File: config.mk
export PLATFORM = sky130hd
export DESIGN_NAME = nec_ir_symbol_decoder_core
export DESIGN_NICKNAME = d
export VERILOG_FILES = /design/src/rtl/nec_ir_pkg.sv /design/src/rtl/nec_ir_fifo.sv /design/src/rtl/nec_ir_front.sv /design/src/rtl/nec_ir_back.sv /design/src/rtl/nec_ir_symbol_decoder_core.sv
export SDC_FILE = /design/constraint.sdc
export NUM_CORES = 1
export LEC_CHECK = 0
export BUFFER_PORTS_ARGS = -buffer_cell sky130_fd_sc_hd__buf_4
export CAP_MARGIN = 25
export CORE_ASPECT_RATIO = 0.6
export CORE_MARGIN = 3
export CORE_UTILIZATION = 56
export CTS_CLUSTER_DIAMETER = 40
export DETAILED_ROUTE_END_ITERATION = 10
export PLACE_DENSITY = 0.74
export SYNTH_ARGS = -nofsm -noshare
export SYNTH_HDL_FRONTEND = slang
export SYNTH_HIERARCHICAL = 1
export SYNTH_SLANG_ARGS = --single-unit
File: constraint.sdc
create_clock -name clk -period 9.1 [get_ports clk]
set_input_delay 0.455 -clock clk [delete_from_list [all_inputs] [get_ports clk]]
set_output_delay 0.455 -clock clk [all_outputs]
set_load 0.1 [all_outputs]
File: src/rtl/nec_ir_pkg.sv
// shared types and constants of the nec ir symbol decoder
package nec_ir_pkg;

	localparam int unsigned DATA_BITS   = 32;
	localparam int unsigned MARGIN_W    = 12;
	localparam int unsigned TICKS_W     = 15;
	localparam int unsigned STATUS_W    = 3;
	localparam int unsigned BAD_W       = 6;
	localparam int unsigned CFG_INDEX_W = 3;

	// register indexes on the configuration port
	localparam logic [CFG_INDEX_W-1:0] REG_MARGIN       = 3'd0;
	localparam logic [CFG_INDEX_W-1:0] REG_LEADING_HIGH = 3'd1;
	localparam logic [CFG_INDEX_W-1:0] REG_LEADING_LOW  = 3'd2;
	localparam logic [CFG_INDEX_W-1:0] REG_REPEAT_HIGH  = 3'd3;
	localparam logic [CFG_INDEX_W-1:0] REG_REPEAT_LOW   = 3'd4;
	localparam logic [CFG_INDEX_W-1:0] REG_BIT_HIGH     = 3'd5;
	localparam logic [CFG_INDEX_W-1:0] REG_ZERO_LOW     = 3'd6;
	localparam logic [CFG_INDEX_W-1:0] REG_ONE_LOW      = 3'd7;

	// register reset values
	localparam logic [MARGIN_W-1:0] RST_MARGIN       = 12'd200;
	localparam logic [TICKS_W-1:0]  RST_LEADING_HIGH = 15'd9000;
	localparam logic [TICKS_W-1:0]  RST_LEADING_LOW  = 15'd4500;
	localparam logic [TICKS_W-1:0]  RST_REPEAT_HIGH  = 15'd9000;
	localparam logic [TICKS_W-1:0]  RST_REPEAT_LOW   = 15'd2250;
	localparam logic [TICKS_W-1:0]  RST_BIT_HIGH     = 15'd560;
	localparam logic [TICKS_W-1:0]  RST_ZERO_LOW     = 15'd560;
	localparam logic [TICKS_W-1:0]  RST_ONE_LOW      = 15'd1690;

	// status codes
	localparam logic [STATUS_W-1:0] ST_OK         = 3'd0;
	localparam logic [STATUS_W-1:0] ST_REPEAT     = 3'd1;
	localparam logic [STATUS_W-1:0] ST_BAD_LEAD   = 3'd2;
	localparam logic [STATUS_W-1:0] ST_BAD_DATA   = 3'd3;
	localparam logic [STATUS_W-1:0] ST_BAD_REPEAT = 3'd4;
	localparam logic [STATUS_W-1:0] ST_UNKNOWN    = 3'd5;

	// classified symbol handed from front to back
	typedef struct packed {
		logic lead;
		logic rep;
		logic one;
		logic zero;
		logic last;
	} cls_t;

	// one status item
	typedef struct packed {
		logic [STATUS_W-1:0]  status;
		logic [DATA_BITS-1:0] word;
		logic [BAD_W-1:0]     bad;
	} res_t;

endpackage

File: src/rtl/nec_ir_fifo.sv
// small register queue used for the symbol queue and the status queue of the decoder
module nec_ir_fifo #(
	parameter int unsigned WIDTH = 8,
	parameter int unsigned DEPTH = 2
) (
	input  logic             clk,
	input  logic             arst_n,
	input  logic             wr_en,
	input  logic [WIDTH-1:0] wr_data,
	input  logic             rd_en,
	output logic [WIDTH-1:0] rd_data,
	output logic             full,
	output logic             empty
);

	localparam int unsigned PW = (DEPTH > 1) ? $clog2(DEPTH) : 1;
	localparam int unsigned CW = $clog2(DEPTH + 1);
	localparam logic [PW-1:0] LAST_PTR = PW'(DEPTH - 1);

	logic [WIDTH-1:0] mem_q [DEPTH];
	logic [PW-1:0]    wr_ptr_q;
	logic [PW-1:0]    rd_ptr_q;
	logic [CW-1:0]    count_q;

	assign full    = (count_q == CW'(DEPTH));
	assign empty   = (count_q == '0);
	assign rd_data = mem_q[rd_ptr_q];

	always_ff @(posedge clk) begin
		if (wr_en) begin
			mem_q[wr_ptr_q] <= wr_data;
		end
	end

	always_ff @(posedge clk or negedge arst_n) begin
		if (!arst_n) begin
			wr_ptr_q <= '0;
			rd_ptr_q <= '0;
			count_q  <= '0;
		end else begin
			if (wr_en) begin
				wr_ptr_q <= (wr_ptr_q == LAST_PTR) ? '0 : wr_ptr_q + 1'b1;
			end
			if (rd_en) begin
				rd_ptr_q <= (rd_ptr_q == LAST_PTR) ? '0 : rd_ptr_q + 1'b1;
			end
			case ({wr_en, rd_en})
				2'b10:   count_q <= count_q + 1'b1;
				2'b01:   count_q <= count_q - 1'b1;
				default: count_q <= count_q;
			endcase
		end
	end

	a_no_overflow: assert property (@(posedge clk) disable iff (!arst_n)
		!(wr_en && full))
		else $error("queue written while full");

	a_no_underflow: assert property (@(posedge clk) disable iff (!arst_n)
		!(rd_en && empty))
		else $error("queue read while empty");

	a_count_range: assert property (@(posedge clk) disable iff (!arst_n)
		count_q <= CW'(DEPTH))
		else $error("queue count out of range");

endmodule

File: src/rtl/nec_ir_front.sv
// configuration registers and window classifier of one received symbol
module nec_ir_front (
	input  logic                                 clk,
	input  logic                                 arst_n,
	input  logic                                 cfg_valid,
	input  logic [nec_ir_pkg::CFG_INDEX_W-1:0]   cfg_index,
	input  logic [nec_ir_pkg::TICKS_W-1:0]       cfg_data,
	input  logic [nec_ir_pkg::TICKS_W-1:0]       mark_ticks,
	input  logic [nec_ir_pkg::TICKS_W-1:0]       space_ticks,
	input  logic                                 last_symbol,
	output nec_ir_pkg::cls_t                     cls
);

	import nec_ir_pkg::*;

	logic [MARGIN_W-1:0] margin_q;
	logic [TICKS_W-1:0]  leading_high_q;
	logic [TICKS_W-1:0]  leading_low_q;
	logic [TICKS_W-1:0]  repeat_high_q;
	logic [TICKS_W-1:0]  repeat_low_q;
	logic [TICKS_W-1:0]  bit_high_q;
	logic [TICKS_W-1:0]  zero_low_q;
	logic [TICKS_W-1:0]  one_low_q;

	// strict window (nom - m, nom + m), checked as t < nom + m and t + m > nom
	function automatic logic in_window(
		input logic [TICKS_W-1:0]  t,
		input logic [TICKS_W-1:0]  nom,
		input logic [MARGIN_W-1:0] m
	);
		logic [TICKS_W:0] hi;
		logic [TICKS_W:0] lo;
		hi = {1'b0, nom} + (TICKS_W + 1)'(m);
		lo = {1'b0, t} + (TICKS_W + 1)'(m);
		return ({1'b0, t} < hi) && (lo > {1'b0, nom});
	endfunction

	always_ff @(posedge clk or negedge arst_n) begin
		if (!arst_n) begin
			margin_q       <= RST_MARGIN;
			leading_high_q <= RST_LEADING_HIGH;
			leading_low_q  <= RST_LEADING_LOW;
			repeat_high_q  <= RST_REPEAT_HIGH;
			repeat_low_q   <= RST_REPEAT_LOW;
			bit_high_q     <= RST_BIT_HIGH;
			zero_low_q     <= RST_ZERO_LOW;
			one_low_q      <= RST_ONE_LOW;
		end else if (cfg_valid) begin
			case (cfg_index)
				REG_MARGIN:       margin_q       <= cfg_data[MARGIN_W-1:0];
				REG_LEADING_HIGH: leading_high_q <= cfg_data;
				REG_LEADING_LOW:  leading_low_q  <= cfg_data;
				REG_REPEAT_HIGH:  repeat_high_q  <= cfg_data;
				REG_REPEAT_LOW:   repeat_low_q   <= cfg_data;
				REG_BIT_HIGH:     bit_high_q     <= cfg_data;
				REG_ZERO_LOW:     zero_low_q     <= cfg_data;
				REG_ONE_LOW:      one_low_q      <= cfg_data;
				default:          margin_q       <= margin_q;
			endcase
		end
	end

	logic bit_mark_ok;

	assign bit_mark_ok = in_window(mark_ticks, bit_high_q, margin_q);

	assign cls.lead = in_window(mark_ticks, leading_high_q, margin_q)
		&& in_window(space_ticks, leading_low_q, margin_q);
	assign cls.rep  = in_window(mark_ticks, repeat_high_q, margin_q)
		&& in_window(space_ticks, repeat_low_q, margin_q);
	assign cls.one  = bit_mark_ok && in_window(space_ticks, one_low_q, margin_q);
	assign cls.zero = bit_mark_ok && in_window(space_ticks, zero_low_q, margin_q);
	assign cls.last = last_symbol;

endmodule

File: src/rtl/nec_ir_back.sv
// frame sequencer: counts symbols, collects bits and builds the status item
module nec_ir_back #(
	parameter int unsigned MAX_SYMBOLS = 64
) (
	input  logic              clk,
	input  logic              arst_n,
	input  nec_ir_pkg::cls_t  cls,
	input  logic              cls_empty,
	output logic              cls_pop,
	input  logic              res_full,
	output logic              res_push,
	output nec_ir_pkg::res_t  res
);

	import nec_ir_pkg::*;

	localparam int unsigned CW = $clog2(MAX_SYMBOLS + 1);
	localparam logic [CW-1:0] CNT_MAX    = CW'(MAX_SYMBOLS);
	localparam logic [CW-1:0] IDX_END    = CW'(DATA_BITS + 1);
	localparam logic [CW-1:0] IDX_REPEAT = CW'(1);
	localparam logic [CW-1:0] IDX_DATA   = CW'(DATA_BITS);

	logic [CW-1:0]        count_q;
	logic [DATA_BITS-1:0] store_q;
	logic                 lead_q;
	logic                 rep_q;
	logic                 fault_q;
	logic [BAD_W-1:0]     fault_idx_q;

	logic is_data;

	// a last symbol also needs room in the result queue
	assign cls_pop  = !cls_empty && (!cls.last || !res_full);
	assign res_push = cls_pop && cls.last;
	assign is_data  = (count_q != '0) && (count_q <= IDX_DATA);

	always_comb begin
		res.word = '0;
		res.bad  = '0;
		if (count_q == IDX_END) begin
			if (!lead_q) begin
				res.status = ST_BAD_LEAD;
			end else if (fault_q) begin
				res.status = ST_BAD_DATA;
				res.bad    = fault_idx_q;
			end else begin
				res.status = ST_OK;
				res.word   = store_q;
			end
		end else if (count_q == IDX_REPEAT) begin
			res.status = rep_q ? ST_REPEAT : ST_BAD_REPEAT;
		end else begin
			res.status = ST_UNKNOWN;
		end
	end

	always_ff @(posedge clk or negedge arst_n) begin
		if (!arst_n) begin
			count_q     <= '0;
			store_q     <= '0;
			lead_q      <= 1'b0;
			rep_q       <= 1'b0;
			fault_q     <= 1'b0;
			fault_idx_q <= '0;
		end else if (cls_pop) begin
			if (cls.last) begin
				count_q     <= '0;
				store_q     <= '0;
				lead_q      <= 1'b0;
				rep_q       <= 1'b0;
				fault_q     <= 1'b0;
				fault_idx_q <= '0;
			end else begin
				if (count_q < CNT_MAX) begin
					count_q <= count_q + 1'b1;
				end
				if (count_q == '0) begin
					lead_q <= cls.lead;
					rep_q  <= cls.rep;
				end else if (is_data && !fault_q) begin
					// bits arrive lsb first, so shift in from the top
					store_q <= {cls.one, store_q[DATA_BITS-1:1]};
					if (!cls.one && !cls.zero) begin
						fault_q     <= 1'b1;
						fault_idx_q <= count_q[BAD_W-1:0];
					end
				end
			end
		end
	end

	a_count_sat: assert property (@(posedge clk) disable iff (!arst_n)
		count_q <= CNT_MAX)
		else $error("symbol count beyond saturation");

	a_clear_after_result: assert property (@(posedge clk) disable iff (!arst_n)
		res_push |=> (count_q == '0) && !fault_q && !lead_q && !rep_q)
		else $error("frame state not cleared after status item");

	a_push_has_room: assert property (@(posedge clk) disable iff (!arst_n)
		res_push |-> !res_full && cls_pop)
		else $error("status item pushed without room");

endmodule

File: src/rtl/nec_ir_symbol_decoder_core.sv
// top level of the nec ir symbol decoder
//
// usage:
// - symbol input is a queue write port: an item (mark_ticks, space_ticks,
//   last_symbol) is taken at a clock edge with push high and full low
// - status output is a queue read port: the oldest status item sits on
//   status / frame_word / bad_symbol while empty is low and leaves at an
//   edge with pop high
// - configuration: cfg_valid with cfg_index and cfg_data writes one register;
//   cfg_ready is always high; write only while no frame is in flight
// - the front classifies each symbol against all windows in the accept cycle
//   and puts it in a two-entry queue; the back pulls one classified item per
//   cycle unless held, and updates the frame counter and bit shift register
// - throughput: one symbol per cycle while full is low; a status item is
//   written to the status queue when the back pops the last symbol of its frame
// - only the last symbol of a frame produces a status item; when the status
//   queue is full and a last symbol waits, the back holds, the symbol queue
//   fills and full rises
// - reset clears both queues and the frame state and loads the register
//   defaults
module nec_ir_symbol_decoder_core #(
	parameter int unsigned MAX_SYMBOLS = 64
) (
	input  logic                                clk,
	input  logic                                arst_n,
	input  logic                                cfg_valid,
	output logic                                cfg_ready,
	input  logic [nec_ir_pkg::CFG_INDEX_W-1:0]  cfg_index,
	input  logic [nec_ir_pkg::TICKS_W-1:0]      cfg_data,
	input  logic                                push,
	output logic                                full,
	input  logic [nec_ir_pkg::TICKS_W-1:0]      mark_ticks,
	input  logic [nec_ir_pkg::TICKS_W-1:0]      space_ticks,
	input  logic                                last_symbol,
	output logic                                empty,
	input  logic                                pop,
	output logic [nec_ir_pkg::STATUS_W-1:0]     status,
	output logic [nec_ir_pkg::DATA_BITS-1:0]    frame_word,
	output logic [nec_ir_pkg::BAD_W-1:0]        bad_symbol
);

	import nec_ir_pkg::*;

	localparam int unsigned CLS_W = $bits(cls_t);
	localparam int unsigned RES_W = $bits(res_t);

	cls_t             cls_in;
	logic [CLS_W-1:0] cls_raw;
	cls_t             cls_out;
	logic             cls_empty;
	logic             cls_pop;
	logic             res_push;
	res_t             res_in;
	logic [RES_W-1:0] res_raw;
	res_t             res_out;
	logic             res_full;

	assign cfg_ready = 1'b1;

	nec_ir_front u_front (
		.clk         (clk),
		.arst_n      (arst_n),
		.cfg_valid   (cfg_valid),
		.cfg_index   (cfg_index),
		.cfg_data    (cfg_data),
		.mark_ticks  (mark_ticks),
		.space_ticks (space_ticks),
		.last_symbol (last_symbol),
		.cls         (cls_in)
	);

	nec_ir_fifo #(
		.WIDTH (CLS_W),
		.DEPTH (2)
	) u_cls_fifo (
		.clk     (clk),
		.arst_n  (arst_n),
		.wr_en   (push && !full),
		.wr_data (CLS_W'(cls_in)),
		.rd_en   (cls_pop),
		.rd_data (cls_raw),
		.full    (full),
		.empty   (cls_empty)
	);

	assign cls_out = cls_t'(cls_raw);

	nec_ir_back #(
		.MAX_SYMBOLS (MAX_SYMBOLS)
	) u_back (
		.clk       (clk),
		.arst_n    (arst_n),
		.cls       (cls_out),
		.cls_empty (cls_empty),
		.cls_pop   (cls_pop),
		.res_full  (res_full),
		.res_push  (res_push),
		.res       (res_in)
	);

	nec_ir_fifo #(
		.WIDTH (RES_W),
		.DEPTH (2)
	) u_res_fifo (
		.clk     (clk),
		.arst_n  (arst_n),
		.wr_en   (res_push),
		.wr_data (RES_W'(res_in)),
		.rd_en   (pop && !empty),
		.rd_data (res_raw),
		.full    (res_full),
		.empty   (empty)
	);

	assign res_out    = res_t'(res_raw);
	assign status     = res_out.status;
	assign frame_word = res_out.word;
	assign bad_symbol = res_out.bad;

endmodule

======== After elaboration in Yosys (flattened, before gate mapping) ========
Memory sizes are Yosys's and may differ from the RTL's.
Cells that the tools add are included.
cells by class
  equal/unequal tests ..................... 16
  $add $sub $neg .......................... 18
  div/mod/pow operators ................... 0
  multipliers ............................. 0
  bitwise logic cells ..................... 0
  reduce and logical (&&, ||, !) cells .... 50
  shift-type cells ........................ 0
  mux-type cells .......................... 36
  $lt $le $gt $ge ......................... 16
operator list
  cell                                                                               number
  15-bit by 12-bit adder with 16-bit output                                          9
  32-bit 2-to-1 mux                                                                  4
  16-bit by 15-bit greater-than comparator with 1-bit output                         7
  15-bit by 16-bit < comparator with 1-bit output                                    7
  38-bit 2-to-1 mux                                                                  2
  6-bit 2-to-1 mux                                                                   5
  2-bit AND reduction                                                                10
  1-bit logical AND                                                                  18
  1-bit 2-to-1 mux                                                                   16
  7-bit 2-to-1 mux                                                                   2
  3-bit equality test (second input constant)                                        4
  3-bit 2-to-1 mux                                                                   4
  2-bit nonzero test                                                                 6
  2-bit equality test (second input constant)                                        4
  1-bit zero test                                                                    8
  2-bit case mux with 2 select lines                                                 2
  7-bit by 1-bit adder with 7-bit output (second input constant)                     1
  7-bit by 1-bit equality test with 1-bit output (second input constant)             1
  7-bit by 6-bit equality test with 1-bit output (second input constant)             1
  7-bit by 6-bit less-or-equal comparator with 1-bit output (second input constant)  1
  7-bit zero test                                                                    1
  7-bit < comparator (second input constant)                                         1
  7-bit nonzero test                                                                 1
  3-bit by 2-bit equality test with 1-bit output (second input constant)             2
  other kinds (12)                                                                   19
storage, ports and cells
  output and inout bits ................... 44
  register bits ........................... 173
  memories kept ........................... 2
  bits in latches ......................... 0
  logic and storage cells ................. 158
  memory bits (read-only) ................. 0
  bits of input ports ..................... 54
  bits in writable memories ............... 92
memory list
  memory            words  bits a word  rd ports  clocked after memory_dff  write ports  RTL line           source
  u_res_fifo.mem_q  2      41           1         0                         1            nec_ir_fifo.sv:20  logic [WIDTH-1:0] mem_q [DEPTH];
  u_cls_fifo.mem_q  2      5            1         0                         1            nec_ir_fifo.sv:20

======== Depth between registers and ports, before layout ========
  depth after elaboration ................. 7
  depth in mapped cells ................... 21
  gate-level depth less buffers ........... 21

======== Cells and area by module ========
Netlist, hierarchy kept.
modules (own cells, without submodules)
  module                      cells an instance  times used  area an instance (µm²)  sequential area each (µm²)
  nec_ir_front                1527               1           13743.2                 2971.6
  nec_ir_fifo at u_res_fifo   144                1           3345.7                  2562.5
  nec_ir_back                 208                1           2334.7                  1201.2
  nec_ir_fifo at u_cls_fifo   32                 1           548.0                   400.4
  nec_ir_symbol_decoder_core  4                  1           38.8                    0.0

======== Worst setup path after synthesis ========
OpenSTA, ideal clock, no wires.
  path type ............................... flip-flop to flip-flop
  from .................................... reg u_front.margin_q[1]
  to ...................................... mem u_cls_fifo/mem_q[0][4] (netlist bit) (data pin)
  path buffers ............................ 0
  data arrival time ....................... 3.713 ns
  period minus slack after synthesis ...... 3.972 ns
  cell stages (with the launch flop) ...... 21
  required time ........................... 8.841 ns
  setup time .............................. 0.259 ns
  path slack .............................. 5.128 ns
  cell sequence ........................... dfrtp_1 > inv_1 > fa_1 > nor2b_1 > o21ai_1 > a21boi_1 > o21a_1 > o21a_1 > or2_1 > a22oi_1 > and2b_1 > xnor2_1 > ha_1 > nor2b_1 > o21ai_0 > o21ai_0 > nor2_1 > o21ai_0 > o21ai_0 > nand2_1 > and4_1
RTL lines
  item                    RTL line            source
  start, declared         nec_ir_front.sv:16  logic [MARGIN_W-1:0] margin_q;
  start signal, assigned  nec_ir_front.sv:50  REG_MARGIN: margin_q <= cfg_data[MARGIN_W-1:0];
  start signal, assigned  nec_ir_front.sv:58  default: margin_q <= margin_q;
  end, declared           nec_ir_fifo.sv:20

==> reports/qor.csv <==
metric,value,unit
TritonCTS clock tree,done,
period utilization,0.5396,
Async SR Flop Fraction,0.6528,
layout cells sized above 1,0.1800,
end of the critical path,u_cls_fifo/mem_q[0][1],
internal power,4.089,mW
Worst Hold Path Cells,1,
final hold violation count,0,
min Tclk post-route,4910,ps
Clock Power Share,0.191,
Clock Latency Late Sink,540,ps
Die X,250.0,um
post-placement cell area,21210,sq um
worst r2r src,u_front/margin_q[1],
initial antenna violation count,4,
pwr dens,343.7,nW/um^2
Reg2Reg Depth,20,
DR iter-0 viols,1481,
library cells used by synthesis,84,
most frequent cells in the layout,"ha_1 (316), inv_1 (144), dfrtp_1 (137), a21oi_1 (123), buf_4 (106)",
met2 WL,21.18,mm
Comb pwr share,0.580,
slew margin rel.,0.3398,
vias in the first global route,14986,
setup TNS,0,ps
Avg WL per Cell,22.29,um
sequential share of power,0.229,
synthesized flop and latch total,265,
Final ANT Viol Nets,0,
worst slack at placement,4374,ps
Top delay family on crit path,compound AO/OA/AOI/OAI gates,
FP Rows,52,
Post-CTS Repair Setup Buffers,0,
Post-CTS Hold Buffers,0,
via count,15503,
Switching Power,3.669,mW
Top Metal Used,met5,
Slowest cell on crit path,inv_1,
core area,34480,sq um
"Reg clk slew, reported paths",60,ps
initial core utilization,0.5803,
Synth Flop Type,dfrtp_1,
biggest regs,"u_res_fifo/mem_q: 82 flops, u_back/store_q: 32 flops",
# nets final,2405,
Root Driver,clkbuf_16,
largest net degree at the start of global routing,100,
sequential area share after synthesis,0.3566,
kind of critical path,flop to flop,
worst reg2reg path endpoint,u_cls_fifo/mem_q[0][1],
status,finished clean,
crit-path max FO,10,
final core occ,0.6546,
Post-Route M1 WL,27.11,mm
Crit. path cell count,20,
clk sinks,265,
Startpoint Class,flop,
PostCTS Resize Cnt,0,
Switching Share,0.4729,
max_cap viols,0,
first-pass GRT wire length,86.42,mm
# fillers,2708,
DP HPWL,43.03,mm
overall routing resource usage,0.2903,
synthesized area,20010,sq um
Lkg Pwr,10.36,nW
Bufs on Longest Clock Path,3,
Syn Nets,2294,
hold slack,108.5,ps
CP cell instances,"inv_1, fa_1, nor2b_1, o21ai_1, a21boi_1, o21a_1, o21a_1, or2_1, a22oi_1, and2b_1, xnor2_1, ha_1, a21o_1, a21oi_1, o21ai_0, nand4_1, o211ai_1, o21ai_0, nand2_1, and3_1",
Layout area overhead,12.80,%
PnR worst setup slack,4190,ps
RSZ-0062 raised after global routing,no,
finished layout cell area,22570,sq um
Biggest register,u_res_fifo/mem_q,
Pre-antenna DRT Iters,5,
synth warn,6,
CP bufs+invs,1,
final wirelength,56.07,mm
CTS Buf Count,37,
Achievable Freq,203.7,MHz
Mapped Cells,1915,
# DRC,0,
Setup crit start,u_front/margin_q[1],
Crit path required time,9370,ps
Setup crit end kind,flop,
Max H-tree Level,2,
maximum vdd drop,0.0002377,V
Syn Area/Cell,10.45,sq um
max-slew violation count,0,
PortBufs,96,
Die Ht,152.4,um
number of enable flip-flop cells after synthesis,92,
Least-Margin Pin Slew,986.6,ps
wire length on met3,6.537,mm
GPL Wtd Cong,1.043,
Reg2Reg Setup Slack,4190,ps
GRT overflow,0,
Worst Hold Class,input port to flop,
Crit path arrival time,5180,ps
# setup viols final,0,
max reg flops,82,
"most common cell after layout, fill and taps aside",ha_1,
die area,38110,sq um
Via density,6.164,
clock skew,24.74,ps
crit-path max cell delay,540,ps
Ports,98,
-- worst min path at each step --
stage                          start                endpoint  slack [ps]
2_1_floorplan                 arst_n       u_back/count_q[0]         160
3_3_place_gp     u_cls_fifo/wr_ptr_q     u_cls_fifo/wr_ptr_q         470
3_5_place_dp   u_res_fifo/count_q[1]   u_res_fifo/count_q[1]         480
4_1_cts                  last_symbol  u_cls_fifo/mem_q[0][0]          90
5_1_grt                  last_symbol  u_cls_fifo/mem_q[1][0]          90
6_report                 last_symbol  u_cls_fifo/mem_q[0][0]         110
-- per-stage QoR --
| stage | total power, mW | cells |
|---|---|---|
| 3_3_place_gp | 5.989 | 2439 |
| 5_1_grt | 8.254 | 2515 |
| 3_5_place_dp | 6.149 | 2442 |
| 6_report | 7.757 | 2515 |
| 4_1_cts | 7.679 | 2510 |
| 2_1_floorplan | 5.049 | 1915 |
-- synthesized netlist by cell type, drive strengths merged, types with 11 or more instances --
cell / n / area [sq um]
edfxtp: 92 / 2763
clkbuf: 25 / 93.84
and2: 42 / 262.8
mux2: 121 / 1509
nand2b: 39 / 244.0
or2: 11 / 68.82
nand3: 32 / 160.2
o21a: 21 / 157.7
nor3: 44 / 231.5
a21oi: 127 / 650.6
ha: 316 / 3954
o2111ai: 11 / 96.34
nor2: 63 / 236.5
a21o: 57 / 427.9
a22o: 40 / 350.3
nand2: 90 / 337.8
o21ai: 133 / 669.4
xnor2: 77 / 674.4
nand4: 31 / 200.2
nor2b: 40 / 265.3
xor2: 38 / 332.8
buf: 17 / 177.7
inv: 144 / 540.5
dfrtp: 138 / 3453
dfstp: 35 / 919.6
-- routing by layer --
| layer | vias up | track usage |
|---|---|---|
| met5 | - | 0.02857 |
| met4 | 2 | 0.06914 |
| met3 | 89 | 0.09962 |
| met2 | 635 | 0.3792 |
| met1 | 7507 | 0.4499 |
| li1 | 7270 | - |
-- power groups by stage --
stage	logic, mW	clock network [mW]	registers, mW
floorplan	3.35	0	1.70
global placement	4.21	0	1.78
detailed placement	4.36	0	1.79
CTS	4.40	1.51	1.77
global route	4.88	1.57	1.80
finish	4.50	1.48	1.78
-- cell type report --
| type | instances | area (sq um) | area share |
|---|---|---|---|
| clock inverter | 26 | 285.3 | 0.01264 |
| clock buffer | 42 | 997.2 | 0.04418 |
| antenna | 1 | 2.502 | 0.0001109 |
| sequential | 265 | 7137 | 0.3162 |
| inverter | 144 | 540.5 | 0.02395 |
| multi-input combinational | 1464 | 12100 | 0.5360 |
| timing repair buffer | 114 | 937.1 | 0.04152 |
| tap | 459 | 574.3 | 0.02544 |
-- cells by family after synthesis --
kind of cell / count (synthesis) / share of synthesized area
AO/OA/AOI/OAI: 467 / 0.1525
AND/OR/NAND/NOR: 433 / 0.1168
adder cells (fa/ha/maj): 325 / 0.2066
flip-flops: 265 / 0.3566
buffers and inverters: 186 / 0.04058
multiplexers: 123 / 0.07641
XOR/XNOR: 115 / 0.05033
other: 1 / 0.0001874
No activity file was read; power rests on OpenSTA's default activity.
